$ cat src/rtl/buddy_page_allocator_macros.svh
// assertion helpers shared by the allocator modules
`ifndef BUDDY_PAGE_ALLOCATOR_MACROS_SVH
`define BUDDY_PAGE_ALLOCATOR_MACROS_SVH

// condition must never hold outside reset
`define BPA_ASSERT_NEVER(lbl, clk_s, rst_s, expr) \
  lbl: assert property (@(posedge clk_s) disable iff (rst_s) !(expr)) \
    else $error("forbidden condition seen");

// antecedent must imply consequent in the same cycle
`define BPA_ASSERT_IMPLY(lbl, clk_s, rst_s, ante, cons) \
  lbl: assert property (@(posedge clk_s) disable iff (rst_s) (ante) |-> (cons)) \
    else $error("implication violated");

`endif

$ cat src/rtl/bpa_pkg.sv
`timescale 1ns / 1ps
package bpa_pkg;

  localparam int MAX_PAGES  = 4096;
  localparam int NUM_ORDERS = 13;
  localparam logic [3:0] TOP_ORDER = 4'd12;
  localparam int MEM_DEPTH  = 260;
  localparam logic [8:0] MEM_LAST = 9'd259;

  typedef enum logic [1:0] {
    FUNC_ALLOC   = 2'd0,
    FUNC_FREE    = 2'd1,
    FUNC_RESERVE = 2'd2,
    FUNC_INIT    = 2'd3
  } func_t;

  typedef enum logic [1:0] {
    STAT_OK       = 2'd0,
    STAT_NO_FREE  = 2'd1,
    STAT_BAD_SIZE = 2'd2,
    STAT_NOT_FREE = 2'd3
  } status_t;

  typedef enum logic [2:0] {
    CMD_ALLOC,
    CMD_FREE,
    CMD_RESERVE,
    CMD_INIT,
    CMD_REJECT
  } cmd_op_t;

  typedef struct packed {
    cmd_op_t     op;
    logic [3:0]  order;
    logic [11:0] page;
    status_t     status;
  } cmd_t;

  typedef enum logic [3:0] {
    S_CLEAR,
    S_IDLE,
    S_INIT_WR,
    S_ALLOC_RD,
    S_ALLOC_CHK,
    S_SPLIT_RD,
    S_SPLIT_WR,
    S_REL_RD,
    S_REL_WR,
    S_RSV_RD,
    S_RSV_CHK,
    S_DONE
  } back_state_t;

  // first memory word of each order's mark row
  function automatic logic [8:0] base_of(input logic [3:0] ord);
    logic [8:0] b;
    case (ord)
      4'd0:    b = 9'd0;
      4'd1:    b = 9'd128;
      4'd2:    b = 9'd192;
      4'd3:    b = 9'd224;
      4'd4:    b = 9'd240;
      4'd5:    b = 9'd248;
      4'd6:    b = 9'd252;
      4'd7:    b = 9'd254;
      4'd8:    b = 9'd255;
      4'd9:    b = 9'd256;
      4'd10:   b = 9'd257;
      4'd11:   b = 9'd258;
      4'd12:   b = 9'd259;
      default: b = 9'd0;
    endcase
    return b;
  endfunction

  function automatic logic [7:0] words_of(input logic [3:0] ord);
    logic [7:0] w;
    case (ord)
      4'd0:    w = 8'd128;
      4'd1:    w = 8'd64;
      4'd2:    w = 8'd32;
      4'd3:    w = 8'd16;
      4'd4:    w = 8'd8;
      4'd5:    w = 8'd4;
      4'd6:    w = 8'd2;
      default: w = 8'd1;
    endcase
    return w;
  endfunction

  function automatic logic [8:0] addr_of(input logic [3:0] ord, input logic [11:0] blk);
    return base_of(ord) + {2'b00, blk[11:5]};
  endfunction

endpackage

$ cat src/rtl/bpa_front.sv
`timescale 1ns / 1ps
module bpa_front (
  input  logic [31:0]        s_tdata,
  input  logic [1:0]         s_tuser,
  input  logic [12:0]        pool,
  output bpa_pkg::cmd_t      cmd
);

  logic [12:0] count;
  logic [11:0] page;
  logic [3:0]  k;
  logic [12:0] size;
  logic        bad_count;
  logic        bad_free;

  assign count = s_tdata[12:0];
  assign page  = s_tdata[24:13];

  // ceil log2 of the count
  always_comb begin
    k = bpa_pkg::TOP_ORDER;
    for (int i = bpa_pkg::NUM_ORDERS - 1; i >= 0; i--) begin
      if ((13'd1 << i) >= count) k = 4'(i);
    end
  end

  assign size      = 13'd1 << k;
  assign bad_count = (count == 13'd0) || (count > 13'(bpa_pkg::MAX_PAGES)) || (count > pool);
  assign bad_free  = (({1'b0, page} & (size - 13'd1)) != 13'd0) ||
                     (({1'b0, page} + size) > pool);

  always_comb begin
    cmd.op     = bpa_pkg::CMD_REJECT;
    cmd.order  = k;
    cmd.page   = page;
    cmd.status = bpa_pkg::STAT_OK;
    case (bpa_pkg::func_t'(s_tuser))
      bpa_pkg::FUNC_INIT: cmd.op = bpa_pkg::CMD_INIT;
      bpa_pkg::FUNC_ALLOC: begin
        if (bad_count) cmd.status = bpa_pkg::STAT_BAD_SIZE;
        else cmd.op = bpa_pkg::CMD_ALLOC;
      end
      bpa_pkg::FUNC_FREE: begin
        if (bad_count || bad_free) cmd.status = bpa_pkg::STAT_BAD_SIZE;
        else cmd.op = bpa_pkg::CMD_FREE;
      end
      bpa_pkg::FUNC_RESERVE: begin
        if ({1'b0, page} >= pool) cmd.status = bpa_pkg::STAT_NOT_FREE;
        else cmd.op = bpa_pkg::CMD_RESERVE;
      end
      default: cmd.op = bpa_pkg::CMD_REJECT;
    endcase
  end

endmodule

$ cat config.mk
export PLATFORM = sky130hd
export DESIGN_NAME = bpa_front
export DESIGN_NICKNAME = d
export VERILOG_FILES = /design/src/rtl/buddy_page_allocator_macros.svh /design/src/rtl/bpa_pkg.sv /design/src/rtl/bpa_front.sv
export SDC_FILE = /design/constraint.sdc
export NUM_CORES = 1
export LEC_CHECK = 0
export ABC_AREA = 1
export BUFFER_PORTS_ARGS = -buffer_cell sky130_fd_sc_hd__clkbuf_2
export CAP_MARGIN = 40
export CORE_AREA = 10 10 67 111
export DETAILED_ROUTE_END_ITERATION = 10
export DIE_AREA = 0 0 77 121
export GPL_TIMING_DRIVEN = 0
export PLACE_DENSITY = 0.66
export SYNTH_ARGS = -nofsm -noshare
export SYNTH_HDL_FRONTEND = slang
export SYNTH_SLANG_ARGS = --single-unit
$ cat constraint.sdc
create_clock -name vclk -period 4.1
set_clock_uncertainty 0.05 [all_clocks]
set_input_delay 0.205 -clock vclk [all_inputs]
set_output_delay 0.205 -clock vclk [all_outputs]
set_load 0.005 [all_outputs]
==> flow_summary.ini, run 1 <==
[job]
drv_cap = 0

[final_layout]
final-seq-area_um2 = 0
syn_to_final_growth_pct = 49.8
post-route-util_pct = 59.1
final_nets = 544
final_layout_size_suffix_gt1_share_pct = 43.9
stdcell_count = 518
nClkBuffers = 0
fillers = 543
seq_cells = 0
n_antenna_cell = 0

[sta]
finalCritPeriodShare_pct = 118
period_minus_slack_ps = 4820
worst_pin_slew_ps = 403
fmax_mhz = 207
whs_ps = 676
finalSetupViolCount = 3
grt_setup_unrepaired = yes
slew_viol_final = 0
setup_ws_ps = -723
hold_viol_final = 0
max_slew_margin_pct = 73.0

[grt]
grt_pass1_wl_um = 12100
grt_pass1_vias = 2769
antenna_found_initial = 0
grt_overflow_total = 0
grt_max_degree = 7
track_usage_pct = 15.0

[worst_hold_path]
hold_depth = 4
worstHoldPathType = in -> out

[logic_synthesis]
synth_top_area_share_pct = 29.7
synth_area_mm2 = 0.00219
ys_warn_count = 0
syn_inst = 348
syn_nets = 448
ys_types = 36
synth_area_leaders = ha_1, inv_1, nand2_1, a21oi_1, nor2_1
avgSynthCellArea_um2 = 6.28
synth_common_cells = inv_1, nand2_1, ha_1, nor2_1, a21oi_1
yosysTopAreaCell = ha_1
synth.most_common_cell = inv_1
ys_seq_area_share_pct = 0

[detailed_routing]
post_drt_wl_per_cell_um = 14.2
drc = 0
drtAntennaViolNets = 0
drt-initial-drc-count = 89
drt-total-wl_um = 7380
vias_per_cell = 5.10
first_pass_iters = 4
vias = 2644

[floorplan]
initial_core_util_pct = 39.5
die_x_um = 77
coreArea_mm2 = 0.00554
fp.dieH_um = 121
rows = 36
io_pins = 68
dieArea_mm2 = 0.00932

[worst_setup_path]
cp_slowest_cell = ha_1
crit_path_start_kind = primary input
slowest_delay_ps = 340
worstSetupPathType = in -> out
cp.required_ps = 3850
cp.arrival_ps = 4570
path_max_fanout = 4
cp_common_cell = nand2_1
critPathCaptureType = output pin

[power_and_ir_drop]
cellLeakagePower_nw = 1.82
power_density_mw_per_mm2 = 87.2
peakVddDrop_uv = 38.8

[outcome]
status = finished with violations
failed_checks = setup timing

[placed_design]
gp_congestion = 0.930
dpl.hpwl_um = 6020
port_buffers = 61
dp.cells = 485

[cts]
hold_buffers = 0
==> path summary, 6_finish.rpt <==
| kind | start | end | slack, ps |
|---|---|---|---|
| max | s_tdata[12] | cmd[20] | -720 |
| min | s_tuser[1] | cmd[0] | 680 |
==> report_power, final <==
part	total [mW]	switching, mW	internal [mW]
registers	0	0	0
clock network	0	0	0
logic	0.286	0.156	0.130
total	0.286	0.156	0.130
==> repair_timing <==
item                       CTS  global route
pin swaps                   41            55
setup endpoints to repair    3             3
gates resized for setup     64            42
setup buffers               26             7
==> worst max-delay path, delay by kind of cell <==
family | cells | cell delay (ps)
AOI/OAI and AO/OA | 7 | 850
xor gates and xnor gates | 1 | 160
adders and majority gates | 2 | 610
buffers and inverters | 5 | 570
and+or+nand+nor | 24 | 2180
==> placed cells by master (no fill, tap or decap), types with 3 or more instances in the layout <==
master	count
nor2_4	13
o21bai_1	3
ha_1	47
buf_6	5
o21ai_0	9
nand4_1	7
buf_8	4
a21oi_1	20
o21ai_1	3
nand2_2	18
inv_4	3
a21oi_2	7
clkbuf_2	48
o21ai_2	4
nand3b_1	3
nand3_1	15
nor2_1	17
inv_1	53
nand2_1	45
nand3_2	4
nor2_2	5
inv_2	9
ha_4	4
buf_4	45
nand2_4	9
xor2_1	10
nor3_1	4
==> area by class of cell <==
cell class,count,area [um2],share of cell area [%]
well taps,76,95.1,2.90
multi-input cells,270,2170,66.3
repair buffers,94,656,20.0
inverters,65,251,7.68
plain buffers,13,101,3.09
==> cell families (layout without fill, tap and decap cells) <==
group / Yosys count / count (layout) / share of synthesized area, %
AO/OA/AOI/OAI: 61 / 61 / 17.6
adder cells (fa/ha/maj): 53 / 53 / 30.7
AND/OR/NAND/NOR: 144 / 144 / 31.3
buffers and inverters: 78 / 172 / 15.6
XOR/XNOR: 12 / 12 / 4.81
==> per-layer routing <==
| layer | part of all wire, % | global-route usage [%] | routed length [um] | up-vias |
|---|---|---|---|---|
| met5 | 0 | 0 | 0 | - |
| met4 | 4.7 | 7.45 | 349 | 0 |
| met3 | 4.7 | 1.78 | 344 | 23 |
| met2 | 55 | 29.8 | 4050 | 91 |
| met1 | 36 | 14.7 | 2630 | 1194 |
| li1 | - | - | - | 1336 |
==> metrics by stage <==
step / TNS, ps / setup slack [ps] / power [mW] / instance area [um2]
2_1_floorplan: -127 / -127 / 0.146 / 2210
3_3_place_gp: -2680 / -974 / 0.222 / 2610
4_1_cts: -1990 / -701 / 0.266 / 3090
3_5_place_dp: -2900 / -1050 / 0.228 / 2610
6_report: -2070 / -723 / 0.286 / 3280
5_1_grt: -3090 / -1060 / 0.321 / 3280
Note: power is estimated with default switching activity, not from simulation.
==> run 2, diff against run 1 <==
- REMOVE_ABC_BUFFERS: unset -> 1
- clock period: 4.1 -> 4 ns (I/O delays scaled with it)
==> run 2 against run 1 <==
- the run still ends with setup timing left
- combinational power fell by 4%
- via count fell by 0.34%
- cell area decreased by 2.0%
- setup slack improved by 1.9 ps
==> flow_summary.ini, run 2 (same netlist as run 1, synthesis figures left out) <==
[outcome]
status = finished with violations
failed_checks = setup timing

[final_layout]
final-seq-area_um2 = 0
final_nets = 543
stdcell_count = 517
post-route-util_pct = 57.9
seq_cells = 0
n_antenna_cell = 0
syn_to_final_growth_pct = 46.8
layout_common_cells = inv_1, nand2_1, clkbuf_2, ha_1, buf_4
nClkBuffers = 0
layout_commonest_cell = inv_1
final_layout_size_suffix_gt1_share_pct = 42.4

[worst_hold_path]
whs_endpoint = cmd[3]
worstHoldPathType = in -> out
min_from = s_tdata[14]
hold_depth = 2

[detailed_routing]
drt-initial-drc-count = 96
vias_per_cell = 5.10
drtAntennaViolNets = 0
vias = 2635
post_drt_wl_per_cell_um = 14.5
drc = 0
first_pass_iters = 4
drt-total-wl_um = 7500

[sta]
setup_ws_ps = -721
period_minus_slack_ps = 4720
grt_setup_unrepaired = yes
finalSetupViolCount = 3
worst_pin_slew_ps = 311
finalSetupTns_ps = -2160
hold_viol_final = 0
slew_viol_final = 0
max_slew_margin_pct = 79.1
finalCritPeriodShare_pct = 118
fmax_mhz = 212

[placed_design]
gp_congestion = 0.896
place_ws_ps = -1280
dpl.hpwl_um = 5870
dp.cells = 472
port_buffers = 61

[power_and_ir_drop]
power_density_mw_per_mm2 = 85.3
peakVddDrop_uv = 38.5
cellLeakagePower_nw = 1.81

[floorplan]
dieArea_mm2 = 0.00932
initial_core_util_pct = 39.5
coreArea_mm2 = 0.00554
fp.dieH_um = 121
rows = 36
die_x_um = 77
io_pins = 68

[worst_setup_path]
crit_path_start_kind = primary input
cp_slowest_cell = ha_1
cp.arrival_ps = 4470
path_max_fanout = 5
slowest_delay_ps = 360
cp_common_cell = nand2_2
cp.required_ps = 3750
worstSetupPathType = in -> out
critPathCaptureType = output pin

[grt]
grt_overflow_total = 0
grt_pass1_wl_um = 11700
antenna_found_initial = 0
grt_max_degree = 7
grt_pass1_vias = 2697
track_usage_pct = 14.5

[job]
drv_cap = 0
run 2: worst max-delay path by stage:
stage,start,endpoint,slack [ps],depth (start not counted)
after detailed placement,s_tdata[9],cmd[1],-1280,39
after global routing,s_tdata[9],cmd[18],-1090,43
after CTS,s_tdata[6],cmd[18],-670,42
final,s_tdata[9],cmd[1],-720,34
after floorplan,s_tdata[12],cmd[1],-240,35
after global placement,s_tdata[9],cmd[20],-1190,39
run 2: per-stage QoR:
step           power (mW)  instance area, um2  hold slack, ps
4_1_cts             0.258                3020             585
3_5_place_dp        0.222                2490             582
3_3_place_gp        0.216                2490             579
2_1_floorplan       0.138                2090             350
5_1_grt             0.308                3210             599
6_report            0.274                3210             580
run 2: critical path, delay by kind of cell:
kind | cells | cell delay (ps)
fa+ha+maj | 2 | 630
xor+xnor | 1 | 150
compound gates | 9 | 1060
simple gates | 18 | 1980
buf+inv | 4 | 430
run 2: report_power, final:
group | switching [mW] | internal, mW | leakage [nW] | total, mW
Sequential | 0 | 0 | 0 | 0
Clock | 0 | 0 | 0 | 0
Combinational | 0.154 | 0.120 | 1.81 | 0.274
run 2: per-layer routing:
metal	GRT usage, %	up-vias	share of wire (%)
met5	0	-	0
met4	5.39	0	3.9
met3	1.26	22	2.8
met2	30.4	69	56
met1	13.9	1208	38
li1	-	1336	-
run 2: cell type report:
cell class / instances / area, um2
Tap cell: 76 / 95.1
Inverter: 65 / 249
Timing Repair Buffer: 106 / 739
Multi-Input combinational cell: 270 / 2130
Fill cell: 556 / 2330
run 2: repair_timing:
item,CTS,global route
hold buffers,0,0
gates resized for setup,69,30
setup endpoints to repair,3,3
endpoints found under the hold margin,0,0
buffers inserted,34,13
pin swaps,33,23
==> run 3, diff against run 2 <==
- ABC_AREA: 1 -> 0
- CORE_AREA: 10 10 67 111 -> 10 10 83 99
- DIE_AREA: 0 0 77 121 -> 0 0 93 109
- PLACE_DENSITY: 0.66 -> unset
- RECOVER_POWER: unset -> 100
==> run 3 against run 2 <==
- the flow still finishes with violations (setup timing)
- setup slack got worse by 6.0 ps
- sequential share of layout area unchanged
- count of clock-buffer cells in the layout unchanged
- first-iteration DRC count increased by 14%
- global-route usage increased by 0.21 points
- cell area decreased by 4.8%
- critical endpoint is now cmd[18]
- highest routed layer unchanged
==> flow_summary.ini, run 3 <==
[sta]
worst_pin_slew_ps = 766
finalCritPeriodShare_pct = 118
finalSetupTns_ps = -2150
period_minus_slack_ps = 4730
hold_viol_final = 0
slew_viol_final = 0
finalSetupViolCount = 3
grt_setup_unrepaired = yes
setup_ws_ps = -727
max_slew_margin_pct = 48.4
fmax_mhz = 212

[placed_design]
place_area_mm2 = 0.00271
gp_congestion = 0.912
port_buffers = 61
dpl.hpwl_um = 6630

[logic_synthesis]
synth_xor_area_share_pct = 3.95
synthSimpleGateAreaFrac_pct = 30.6
yosysTopAreaCell = ha_1
ys_warn_count = 0
synth_area_mm2 = 0.00244
synth_compound_area_share_pct = 26.6
synth_top_area_share_pct = 26.7
synthAdderAreaFrac_pct = 27.5
ys_seq_area_share_pct = 0
muxShareOfSynthArea_pct = 0.411
synth_area_leaders = ha_1, inv_1, buf_4, a21oi_1, nor2_1
avgSynthCellArea_um2 = 7.25
synth_top_family_by_area = simple AND/OR/NAND/NOR gates
synth_common_cells = ha_1, inv_1, nor2_1, a21oi_1, nand2_1
syn_inst = 336
synth.most_common_cell = ha_1
ys_types = 63

[final_layout]
n_antenna_cell = 0
multi_input_area_mm2 = 0.00230
final_layout_size_suffix_gt1_share_pct = 29.0
layout_common_cells = ha_1, clkbuf_2, inv_1, nor2_1, buf_4
fillers = 706
nClkBuffers = 0
syn_to_final_growth_pct = 25.4
seq_cells = 0
final_nets = 495
final_cell_area_mm2 = 0.00306
layout_commonest_cell = ha_1
final-seq-area_um2 = 0

[floorplan]
rows = 32
fp.dieH_um = 109
coreArea_mm2 = 0.00633
initial_core_util_pct = 38.5
io_pins = 68
die_x_um = 93
dieArea_mm2 = 0.0101

[worst_setup_path]
crit_path_start_kind = primary input
cp_slowest_cell = or4_4
critPathCaptureType = output pin
startpoint = s_tdata[6]
path_max_fanout = 6
cp.buffers_inverters = 4
cp_top_family = simple AND/OR/NAND/NOR gates
cp.required_ps = 3750
cp.arrival_ps = 4480
worstSetupPathType = in -> out
slowest_delay_ps = 470

[cts]
hold_buffers = 0

[detailed_routing]
vias = 2671
drt-total-wl_um = 8010
post_drt_wl_per_cell_um = 16.8
first_pass_iters = 4
drt-initial-drc-count = 109
vias_per_cell = 5.59
drc = 0
drtAntennaViolNets = 0

[grt]
use_met3_pct = 0.550
grt_max_degree = 13
grt_pass1_vias = 2622
grtUsageMet2_pct = 27.7
grt_overflow_total = 0
grt_pass1_wl_um = 12500
antenna_found_initial = 0
track_usage_pct = 14.7
busiest_layer = met2
use_met1_pct = 18.1

[outcome]
failed_checks = setup timing
status = finished with violations

[power_and_ir_drop]
power_density_mw_per_mm2 = 85.7
cellLeakagePower_nw = 1.43
peakVddDrop_uv = 42.7

[worst_hold_path]
worstHoldPathType = in -> out
min_from = s_tdata[14]

[job]
drv_cap = 0
[run 3: worst paths after layout]
| path | end | depth (start not counted) |
|---|---|---|
| setup / recovery | cmd[18] | 25 |
| hold / removal | cmd[3] | 2 |
[run 3: layout make-up]
cell class / instances / share of cell area, %
repair buffers: 79 / 17.1
inverters: 33 / 4.05
multi-input cells: 281 / 75.4
well taps: 85 / 3.48
[run 3: power by group]
part           switching, mW  internal, mW
clock                      0             0
combinational          0.145         0.117
sequential                 0             0
[run 3: kinds of logic after synthesis]
group / after synthesis
multiplexers: 1
adder cells (fa/ha/maj): 53
buffers and inverters: 55
XOR/XNOR: 11
AND/OR/NAND/NOR: 124
AO/OA/AOI/OAI: 92
[run 3: per-layer routing]
| layer | up-vias | wire (um) |
|---|---|---|
| li1 | 1360 | - |
| met1 | 1251 | 3480 |
| met2 | 50 | 4250 |
| met3 | 10 | 148 |
| met4 | 0 | 130 |
| met5 | - | 0 |
[run 3: per-stage QoR]
stage | setup WS (ps) | total power, mW | instances | util (%) | hold slack [ps]
3_5_place_dp | -1540 | 0.234 | 460 | 42.8 | 581
6_report | -727 | 0.262 | 478 | 48.3 | 573
5_1_grt | -975 | 0.291 | 478 | 48.3 | 592
4_1_cts | -993 | 0.252 | 470 | 46.2 | 584
3_3_place_gp | -1540 | 0.231 | 460 | 42.8 | 584
2_1_floorplan | -399 | 0.138 | 314 | - | 350
[run 3: repair_timing]
item	CTS	global route
buffers inserted	10	8
gates resized for setup	35	23
endpoints found under the setup margin	3	3
pin swaps	19	22
