<file path="src/rtl/buddy_page_allocator_macros.svh">
// assertion helpers shared by the allocator modules
`ifndef BUDDY_PAGE_ALLOCATOR_MACROS_SVH
`define BUDDY_PAGE_ALLOCATOR_MACROS_SVH

// condition must never hold outside reset
`define BPA_ASSERT_NEVER(lbl, clk_s, rst_s, expr) \
  lbl: assert property (@(posedge clk_s) disable iff (rst_s) !(expr)) \
    else $error("forbidden condition seen");

// antecedent must imply consequent in the same cycle
`define BPA_ASSERT_IMPLY(lbl, clk_s, rst_s, ante, cons) \
  lbl: assert property (@(posedge clk_s) disable iff (rst_s) (ante) |-> (cons)) \
    else $error("implication violated");

`endif

</file>
<file path="src/rtl/bpa_pkg.sv">
`timescale 1ns / 1ps
package bpa_pkg;

  localparam int MAX_PAGES  = 4096;
  localparam int NUM_ORDERS = 13;
  localparam logic [3:0] TOP_ORDER = 4'd12;
  localparam int MEM_DEPTH  = 260;
  localparam logic [8:0] MEM_LAST = 9'd259;

  typedef enum logic [1:0] {
    FUNC_ALLOC   = 2'd0,
    FUNC_FREE    = 2'd1,
    FUNC_RESERVE = 2'd2,
    FUNC_INIT    = 2'd3
  } func_t;

  typedef enum logic [1:0] {
    STAT_OK       = 2'd0,
    STAT_NO_FREE  = 2'd1,
    STAT_BAD_SIZE = 2'd2,
    STAT_NOT_FREE = 2'd3
  } status_t;

  typedef enum logic [2:0] {
    CMD_ALLOC,
    CMD_FREE,
    CMD_RESERVE,
    CMD_INIT,
    CMD_REJECT
  } cmd_op_t;

  typedef struct packed {
    cmd_op_t     op;
    logic [3:0]  order;
    logic [11:0] page;
    status_t     status;
  } cmd_t;

  typedef enum logic [3:0] {
    S_CLEAR,
    S_IDLE,
    S_INIT_WR,
    S_ALLOC_RD,
    S_ALLOC_CHK,
    S_SPLIT_RD,
    S_SPLIT_WR,
    S_REL_RD,
    S_REL_WR,
    S_RSV_RD,
    S_RSV_CHK,
    S_DONE
  } back_state_t;

  // first memory word of each order's mark row
  function automatic logic [8:0] base_of(input logic [3:0] ord);
    logic [8:0] b;
    case (ord)
      4'd0:    b = 9'd0;
      4'd1:    b = 9'd128;
      4'd2:    b = 9'd192;
      4'd3:    b = 9'd224;
      4'd4:    b = 9'd240;
      4'd5:    b = 9'd248;
      4'd6:    b = 9'd252;
      4'd7:    b = 9'd254;
      4'd8:    b = 9'd255;
      4'd9:    b = 9'd256;
      4'd10:   b = 9'd257;
      4'd11:   b = 9'd258;
      4'd12:   b = 9'd259;
      default: b = 9'd0;
    endcase
    return b;
  endfunction

  function automatic logic [7:0] words_of(input logic [3:0] ord);
    logic [7:0] w;
    case (ord)
      4'd0:    w = 8'd128;
      4'd1:    w = 8'd64;
      4'd2:    w = 8'd32;
      4'd3:    w = 8'd16;
      4'd4:    w = 8'd8;
      4'd5:    w = 8'd4;
      4'd6:    w = 8'd2;
      default: w = 8'd1;
    endcase
    return w;
  endfunction

  function automatic logic [8:0] addr_of(input logic [3:0] ord, input logic [11:0] blk);
    return base_of(ord) + {2'b00, blk[11:5]};
  endfunction

endpackage

</file>
<file path="src/rtl/bpa_cmd_fifo.sv">
`timescale 1ns / 1ps
`include "buddy_page_allocator_macros.svh"
module bpa_cmd_fifo (
  input  logic          clk,
  input  logic          rst,
  input  logic          push,
  input  bpa_pkg::cmd_t push_cmd,
  output logic          full,
  input  logic          pop,
  output logic          avail,
  output bpa_pkg::cmd_t head
);

  bpa_pkg::cmd_t q [2];
  logic       wp;
  logic       rp;
  logic [1:0] fill;

  assign full  = (fill == 2'd2);
  assign avail = (fill != 2'd0);
  assign head  = q[rp];

  always_ff @(posedge clk) begin
    if (push) q[wp] <= push_cmd;
  end

  always_ff @(posedge clk) begin
    if (rst) begin
      wp   <= 1'b0;
      rp   <= 1'b0;
      fill <= 2'd0;
    end else begin
      if (push) wp <= ~wp;
      if (pop)  rp <= ~rp;
      fill <= fill + {1'b0, push} - {1'b0, pop};
    end
  end

  `BPA_ASSERT_NEVER(a_fill_range, clk, rst, fill == 2'd3)
  `BPA_ASSERT_IMPLY(a_no_overflow, clk, rst, push, !full)
  `BPA_ASSERT_IMPLY(a_no_underflow, clk, rst, pop, avail)

endmodule

</file>
<file path="config.mk">
export PLATFORM = sky130hd
export DESIGN_NAME = bpa_cmd_fifo
export DESIGN_NICKNAME = d
export VERILOG_FILES = /design/src/rtl/bpa_pkg.sv /design/src/rtl/bpa_cmd_fifo.sv
export VERILOG_INCLUDE_DIRS = /design/src /design/src/rtl
export SDC_FILE = /design/constraint.sdc
export NUM_CORES = 1
export LEC_CHECK = 0
export ABC_CLOCK_PERIOD_IN_PS = 3800
export BUFFER_PORTS_ARGS = -buffer_cell sky130_fd_sc_hd__buf_2
export CAP_MARGIN = 20
export CORE_ASPECT_RATIO = 0.6
export CORE_MARGIN = 2
export CORE_UTILIZATION = 50
export CTS_CLUSTER_DIAMETER = 30
export CTS_CLUSTER_SIZE = 20
export DETAILED_ROUTE_END_ITERATION = 12
export PLACE_DENSITY = 0.77
export SYNTH_ARGS = -nofsm -noshare
export SYNTH_HDL_FRONTEND = slang
export SYNTH_SLANG_ARGS = --single-unit
</file>
<file path="constraint.sdc">
create_clock -name clk -period 3.8 [get_ports clk]
set_clock_uncertainty 0.15 [all_clocks]
set_input_delay 0.38 -clock clk [delete_from_list [all_inputs] [get_ports clk]]
set_output_delay 0.38 -clock clk [all_outputs]
set_load 0.02 [all_outputs]
</file>
==> summary.md, run 1 <==
| Metric | Value |
|---|---|
| Outcome | complete, no violations |
| Syn avg cell area | 21.10 um2 |
| First-pass GRT wire length | 4105 um |
| Initial antenna violation count | 0 |
| DIE AREA | 4142 um2 |
| Initial DRT Pass Iterations | 4 |
| Pins Over Slew Limit | 0 |
| Antenna cells | 0 |
| CTS Buf Count | 5 |
| Finished Cell Area | 2200 um2 |
| Leak pwr | 0.8991 nW |
| Core area | 3363 um2 |
| Number of synthesized register bits | 47 |
| Routed WL | 2634 um |
| IO Port Bufs | 47 |
| Largest family of logic cells by synthesized area | multiplexers |
| Hold buffers post-CTS | 0 |
| Worst Setup Start Kind | register |
| Power per cell area | 496.1 nW/um2 |
| Synth top area cells | edfxtp_1 70%, mux2_4 17%, dfxtp_1 5.5%, ha_1 1.4%, buf_6 1.2% |
| Initial detailed-routing violation count | 31 |
| WS Path Type | register to output pin |
| Final setup violation count | 0 |
| Final worst setup slack | 1.378 ns |
| Synth top area share | 69.52% |
| Remaining antenna violation count | 0 |
| Vias per inst | 4.672 |
| Synth Area in XOR/XNOR | 2.207% |
| GRT overflow | 0 |
| Clock buffer depth | 2 |
| Endpoints failing hold | 0 |
| Cell taking the most area after synthesis | edfxtp_1 |
| Multiplexer area fraction after synthesis | 17.17% |
| DR WL/cell | 14.16 um |
| Max-Cap Viols | 0 |
| Seq/Total Area, Yosys | 75.03% |
| Worst EP arrival | 1.89 ns |
| PostCTS Resize Cnt | 0 |
| Mapped cell area | 1814 um2 |
| H-tree Lvls | 2 |
| YS warnings | 0 |
| Setup_tns | 0 ns |
| Simple logic cell fraction of the synthesized area | 2.552% |
| Reg clk slew, reported paths | 0.08 ns |
| Final period util | 63.74% |
| Nets | 167 |
| Compound-cell area share of the yosys netlist | 0% |
| Root buffer cell | clkbuf_8 |
| # clock sinks | 47 |
| DRC | 0 |
| Worst-Margin Slew | 0.9335 ns |
| CTS tree | done |
| Fin util | 65.40% |
| Die height | 50.66 um |
| Io pins | 48 |
| Gp weighted congestion | 0.5936 |
| Clock Latency Late Sink | 0.28 ns |
| Synth unique cells | 13 |
| Starting density of the core | 53.94% |
| Vias in the first global route | 921 |
| Via count | 869 |
| Largest net degree at the start of global routing | 22 |
| Commonest non-fill, non-tap cell in the layout | buf_2 |
| Fin crit period | 2.422 ns |
| Area growth, synth to finish | 21.24% |
| CP endpoint kind | output pin |
| Die Wd | 81.77 um |
| Synth Instances | 86 |
| Most frequent cells in the layout | 47 x buf_2, 42 x edfxtp_1, 20 x mux2_4 |
| Pre-CTS WS | 1.669 ns |
| CP max FO | 11 |
| Slew margin rel. | 37.77% |
| Layout fillers | 259 |
| Syn Nets | 113 |
| Post-CTS setup buffers | 0 |
| RSZ-0062 raised after global routing | no |
| Proportion of layout cells with a drive suffix above 1 | 55.32% |
| Area of the multi-input gates | 425.4 um2 |
| Total track usage | 13.75% |
| Peak supply drop | 0.0003301 V |
| Req. time, crit path | 3.27 ns |
| HPWL after DPL | 1866 um |
| Rows | 16 |
| Placed cell area | 2093 um2 |
| Sequential standard cell area | 1361 um2 |
| Max Freq | 412.8 MHz |
| Post-Synth Adder-Cell Area | 1.379% |
| Worst Hold Class | primary input to register |
[stage by stage]
stage	total power, mW	hold WS [ns]	cells
3_3_place_gp	0.8051	0.3480	177
6_report	1.091	0.1295	186
3_5_place_dp	0.8125	0.3589	177
4_1_cts	1.102	0.1172	185
5_1_grt	1.139	0.1139	186
2_1_floorplan	0.7562	0.3016	86
[state kept, by name, summed over array words and instances (netlist names), named ones only]
| name | count |
|---|---|
| rp | 1 |
| fill | 2 |
| q | 42 |
| wp | 1 |
[critical path, stage by stage (launching register included)]
cell and delay (ns):
dfxtp_1 0.75, buf_4 0.36, mux2_1 0.34, buf_2 0.16
[where the power goes]
group / internal, mW / switching, mW / leakage (nW) / total (mW)
logic: 0.0899 / 0.0901 / 0.415 / 0.180
registers: 0.602 / 0.0177 / 0.436 / 0.619
clock network: 0.147 / 0.145 / 0.0482 / 0.292
[kinds of logic (layout without fill, tap and decap cells)]
| group | count (synthesis) | in the layout |
|---|---|---|
| xor+xnor | 3 | 3 |
| fa+ha+maj | 2 | 2 |
| buf+inv | 4 | 59 |
| flops | 47 | 47 |
| mux | 21 | 21 |
| simple gates | 9 | 9 |
[layout make-up]
type | count | area share [%]
Timing Repair Buffer | 49 | 11.72
Inverter | 2 | 0.3413
Tap cell | 45 | 2.560
Clock buffer | 7 | 3.925
Clock inverter | 1 | 0.2275
Sequential cell | 47 | 61.89
Multi-Input combinational cell | 35 | 19.34
[layer usage]
layer | up-vias | part of all wire [%] | track usage [%]
li1 | 431 | - | -
met1 | 405 | 44 | 16.20
met2 | 31 | 49 | 23.44
met3 | 2 | 7.1 | 5.755
met4 | 0 | 0.15 | 3.333
met5 | - | 0 | 0
[path summary, 6_finish.rpt]
path                                   start       end  slack, ns  depth (start not counted)
worst min register to register            rp        rp       0.37                          2
worst max register to register            wp  q[1][17]       2.13                          1
worst min-delay path            push_cmd[19]  q[1][19]       0.13                          1
worst max-delay path                register  head[20]       1.38                          3
[cell usage after synthesis]
master	count
edfxtp_1	42
and2_1	1
ha_1	2
or2_2	1
buf_6	2
inv_1	2
nor2b_1	3
xnor2_1	2
nor2_1	4
xnor3_1	1
mux2_4	20
dfxtp_1	5
mux2_1	1
(Power assumes the default switching activity.)
==> inputs of run 2 (changes only) <==
Settings changed: ABC_CLOCK_PERIOD_IN_PS 3800 to 1950, CORE_UTILIZATION 50 to 46, PLACE_DENSITY 0.77 to 0.75.
Clock period 3.8 ns to 1.95 ns, I/O delays scaled along.
==> summary.md, run 2 (synthesis gave the netlist of run 1 again) <==
| Metric | Value |
|---|---|
| Outcome | complete, no violations |
| Area growth, synth to finish | 35.59% |
| Remaining antenna violation count | 0 |
| Clock buffer depth | 2 |
| R2R setup slack | 0.60 ns |
| Commonest non-fill, non-tap cell in the layout | buf_2 |
| Total track usage | 14.97% |
| Worst Hold Class | primary input to register |
| Pins Over Slew Limit | 0 |
| Cell Int Power | 1.764 mW |
| IO Port Bufs | 47 |
| Worst EP arrival | 1.37 ns |
| CTS tree | done |
| Worst reg2reg path depth | 6 |
| Vias per inst | 4.636 |
| Root buffer cell | clkbuf_8 |
| Switching Share | 22.57% |
| Nets | 193 |
| H-tree Lvls | 2 |
| RSZ-0062 raised after global routing | no |
| HPWL after DPL | 2013 um |
| Gp weighted congestion | 0.7031 |
| Via count | 992 |
| DRC | 0 |
| Hold path endpoint | wp |
| Post-CTS setup buffers | 0 |
| Antenna cells | 0 |
| Power per cell area | 926.3 nW/um2 |
| Req. time, crit path | 1.60 ns |
| Routed WL | 3065 um |
| Die Wd | 85.08 um |
| Final setup violation count | 0 |
| Layout fillers | 265 |
| Worst Setup Start Kind | register |
| Worst r2r src | fill[0] |
| Clk pwr share | 29.7% |
| Max reg flops | 42 |
| Switching pwr | 0.5143 mW |
| Peak supply drop | 0.0005313 V |
| Reg with most FFs | q |
| Top flop regs | q x42, fill x2 |
| Endpoints failing hold | 0 |
| Hold Crit Start | push |
| DIE AREA | 4479 um2 |
| Setup_tns | 0 ns |
| Share of power burned in registers | 52.5% |
| Initial detailed-routing violation count | 29 |
| CP endpoint kind | output pin |
| Max Freq | 583.2 MHz |
| Max-Cap Viols | 0 |
| Reg clk slew, reported paths | 0.07 ns |
| Worst-Margin Slew | 0.2314 ns |
| Leak pwr | 1.014 nW |
| Vias in the first global route | 1038 |
| Slew margin rel. | 84.57% |
| Fin crit period | 1.715 ns |
| Initial DRT Pass Iterations | 4 |
| Fin util | 66.08% |
| First-pass GRT wire length | 4712 um |
| Final cell count without fillers | 214 |
| Core area | 3722 um2 |
| CTS Buf Count | 5 |
| Rows | 17 |
| # clock sinks | 47 |
| WS Path Type | register to output pin |
| Most frequent cells in the layout | 47 x buf_2, 42 x edfxtp_1, 22 x dlygate4sd3_1 |
| Power Total | 2.278 mW |
| Proportion of layout cells with a drive suffix above 1 | 48.50% |
| Hold depth | 3 |
| Final period util | 87.93% |
| Die height | 52.65 um |
| Largest net degree at the start of global routing | 15 |
| GRT overflow | 0 |
| WHS | 0.06211 ns |
| Io pins | 48 |
| Cell Count Post-Placement | 184 |
| Starting density of the core | 48.74% |
| Initial antenna violation count | 0 |
| R2r endpoint | fill[1] |
| CP max FO | 12 |
| Comb power frac | 17.8% |
| Clock Latency Late Sink | 0.29 ns |
| DR WL/cell | 14.32 um |
[run 2: area by class of cell]
cell class              instances  area [um2]  share of cell area (%)
clock buffers                   7       76.32                   3.103
clock inverters                 1       30.03                   1.221
inverters                       2       7.507                  0.3052
multi-input cells              35       425.4                   17.29
flip-flops and latches         47        1361                   55.34
well taps                      47       58.81                   2.391
repair buffers                 75       500.5                   20.35
[run 2: layer usage]
| metal | GRT usage [%] | vias to the layer above | routed length [um] |
|---|---|---|---|
| met5 | 0 | - | 0 |
| met4 | 6.878 | 0 | 70 |
| met3 | 7.559 | 8 | 236 |
| met2 | 25.65 | 42 | 1465 |
| met1 | 15.71 | 462 | 1293 |
| li1 | - | 480 | - |
[run 2: critical path, stage by stage (launching register included)]
cell and delay, ns:
dfxtp_1 0.33, buf_4 0.25, mux2_4 0.33, buf_2 0.16
[run 2: stage by stage]
stage	area (um2)	setup WS, ns
after floorplan	1814	0.1145
after global routing	2460	0.1662
after CTS	2460	0.2216
after detailed placement	2133	0.5580
after global placement	2133	0.5667
final	2460	0.2353
[run 2: power by group through the flow]
stage	Sequential [mW]	Clock, mW	Combinational, mW
6_report	1.20	0.676	0.406
5_1_grt	1.20	0.742	0.435
4_1_cts	1.20	0.699	0.409
3_5_place_dp	1.22	0	0.374
3_3_place_gp	1.21	0	0.367
2_1_floorplan	1.21	0	0.260
[run 2: worst max path at each step]
stage	slack, ns	endpoint	depth (start not counted)
6_report	0.24	head[14]	3
2_1_floorplan	0.11	q[0][0]	1
3_3_place_gp	0.57	head[14]	3
3_5_place_dp	0.56	head[14]	3
5_1_grt	0.17	head[14]	3
4_1_cts	0.22	head[14]	3
[run 2: timing repair]
item                       CTS  global route
hold endpoints to repair    47             0
gates resized for setup      0             0
hold buffers                22             0
setup endpoints to repair    0             0
==> inputs of run 3 (changes only) <==
Settings changed: CORE_UTILIZATION 46 to 30, PLACE_DENSITY 0.75 to 0.53, SETUP_SLACK_MARGIN set to 0.4.
==> summary.md, run 3 (synthesis gave the netlist of run 1 again) <==
| Metric | Value |
|---|---|
| Clock Latency Late Sink | 0.29 ns |
| CTS Buf Count | 5 |
| Commonest non-fill, non-tap cell in the layout | edfxtp_1 |
| Final setup violation count | 0 |
| Final cell count without fillers | 249 |
| Cell Count Post-Placement | 217 |
| Setup_tns | 0 ns |
| Worst path buffer plus inverter count | 2 |
| Crit path max-delay cell type | dfxtp_4 |
| DR WL/cell | 12.69 um |
| Top flop regs | q x42, fill x2 |
| Fin crit period | 1.628 ns |
| Leak pwr | 1.096 nW |
| IO Port Bufs | 47 |
| Most frequent cells in the layout | 42 x edfxtp_1, 26 x buf_2, 23 x buf_6 |
| Pins Over Slew Limit | 0 |
| GRT overflow | 0 |
| DIE AREA | 6706 um2 |
| Gp weighted congestion | 0.6431 |
| Power per cell area | 925.0 nW/um2 |
| CP top delay family | flip-flops |
| Starting density of the core | 31.82% |
| Via count | 985 |
| Vias in the first global route | 1043 |
| Total track usage | 9.882% |
| Req. time, crit path | 1.60 ns |
| Peak supply drop | 0.0004689 V |
| Nets | 195 |
| # clock sinks | 47 |
| Die height | 64.24 um |
| H-tree Lvls | 2 |
| Slew margin rel. | 69.70% |
| DRC | 0 |
| Core area | 5702 um2 |
| Reg with most FFs | q |
| Max Freq | 614.3 MHz |
| Io pins | 48 |
| Initial detailed-routing violation count | 35 |
| First-pass GRT wire length | 4988 um |
| RSZ-0062 raised after global routing | yes |
| Root buffer cell | clkbuf_8 |
| CP endpoint kind | output pin |
| Proportion of layout cells with a drive suffix above 1 | 50.89% |
| Rows | 21 |
| Area growth, synth to finish | 49.72% |
| Vias per inst | 3.956 |
| Max reg flops | 42 |
| Initial DRT Pass Iterations | 4 |
| Outcome | complete, no violations |
| Initial antenna violation count | 0 |
| Peak per-stage delay on the critical path | 0.40 ns |
| Remaining antenna violation count | 0 |
| Endpoints failing hold | 0 |
| Worst EP arrival | 1.28 ns |
| Antenna cells | 0 |
| Reg clk slew, reported paths | 0.08 ns |
| CTS tree | done |
| Routed WL | 3160 um |
| Die Wd | 104.4 um |
| Max-Cap Viols | 0 |
| Worst Hold Class | primary input to register |
| Final period util | 83.48% |
| CP max FO | 6 |
| Crit-path cells | buf_8 -> mux2_4 -> buf_6 |
| Worst-Margin Slew | 0.4525 ns |
| Worst Setup Start Kind | register |
| WS Path Type | register to output pin |
| Largest net degree at the start of global routing | 16 |
| Clock buffer depth | 2 |
| HPWL after DPL | 2170 um |
[run 3: cell types whose count changed in the layout (fill, tap and decap cells not counted), moves of 2 or more]
cell / before / now
buf_2: 47 / 26
buf_8: 0 / 2
buf_6: 0 / 23
buf_4: 6 / 3
[run 3: worst paths after layout]
kind	startpoint	endpoint	slack (ns)	cells past startpoint
worst max-delay path	register	head[3]	0.32	3
worst min register to register	rp	rp	0.38	2
worst min-delay path	pop	rp	0.04	3
worst max register to register	fill[0]	fill[1]	0.53	6
[run 3: area by class of cell]
class | instances | area (um2)
flip-flops and latches | 47 | 1365
repair buffers | 77 | 681.9
inverters | 2 | 7.507
fillers | 501 | 2985
multi-input cells | 35 | 429.2
well taps | 80 | 100.1
clock inverters | 2 | 60.06
clock buffers | 6 | 72.57
[run 3: routing by layer]
layer | vias up | wire [um] | GRT usage (%)
met2 | 31 | 1520 | 16.09
met5 | - | 0 | 0
li1 | 485 | - | -
met4 | 0 | 19 | 3.041
met3 | 4 | 192 | 4.286
met1 | 465 | 1427 | 11.93
[run 3: what timing repair did]
action                     in CTS  in global routing
hold endpoints to repair       47                  0
hold buffers                   22                  0
setup endpoints to repair      21                 21
setup buffers                   1                  1
pin swaps                       0                  0
gates resized for setup        48                  3
[run 3: per-stage QoR]
step	power, mW	worst slack, ns	area (um2)	utilization [%]	hold slack [ns]
floorplan	1.474	0.4965	1817	-	0.1166
global placement	1.595	0.3713	2187	38.36	0.2321
detailed placement	1.603	0.3741	2187	38.36	0.2381
CTS	2.529	0.3063	2699	47.33	0.03455
global route	2.629	0.2725	2716	47.64	0.04203
finish	2.513	0.3222	2716	47.64	0.04366
[run 3: worst register-to-register path, cell delays in order (launching register included)]
cell	delay (ns)
dfxtp_1	0.36
inv_1	0.06
ha_1	0.27
inv_1	0.06
ha_1	0.15
xnor3_1	0.22
nor2_1	0.09
[run 3: where the power goes]
group / leakage, nW / total, mW / internal (mW) / switching [mW]
sequential: 0.436 / 1.20 / 1.17 / 0.0275
combinational: 0.594 / 0.498 / 0.286 / 0.213
clock: 0.0654 / 0.815 / 0.512 / 0.303
total: 1.10 / 2.51 / 1.97 / 0.543
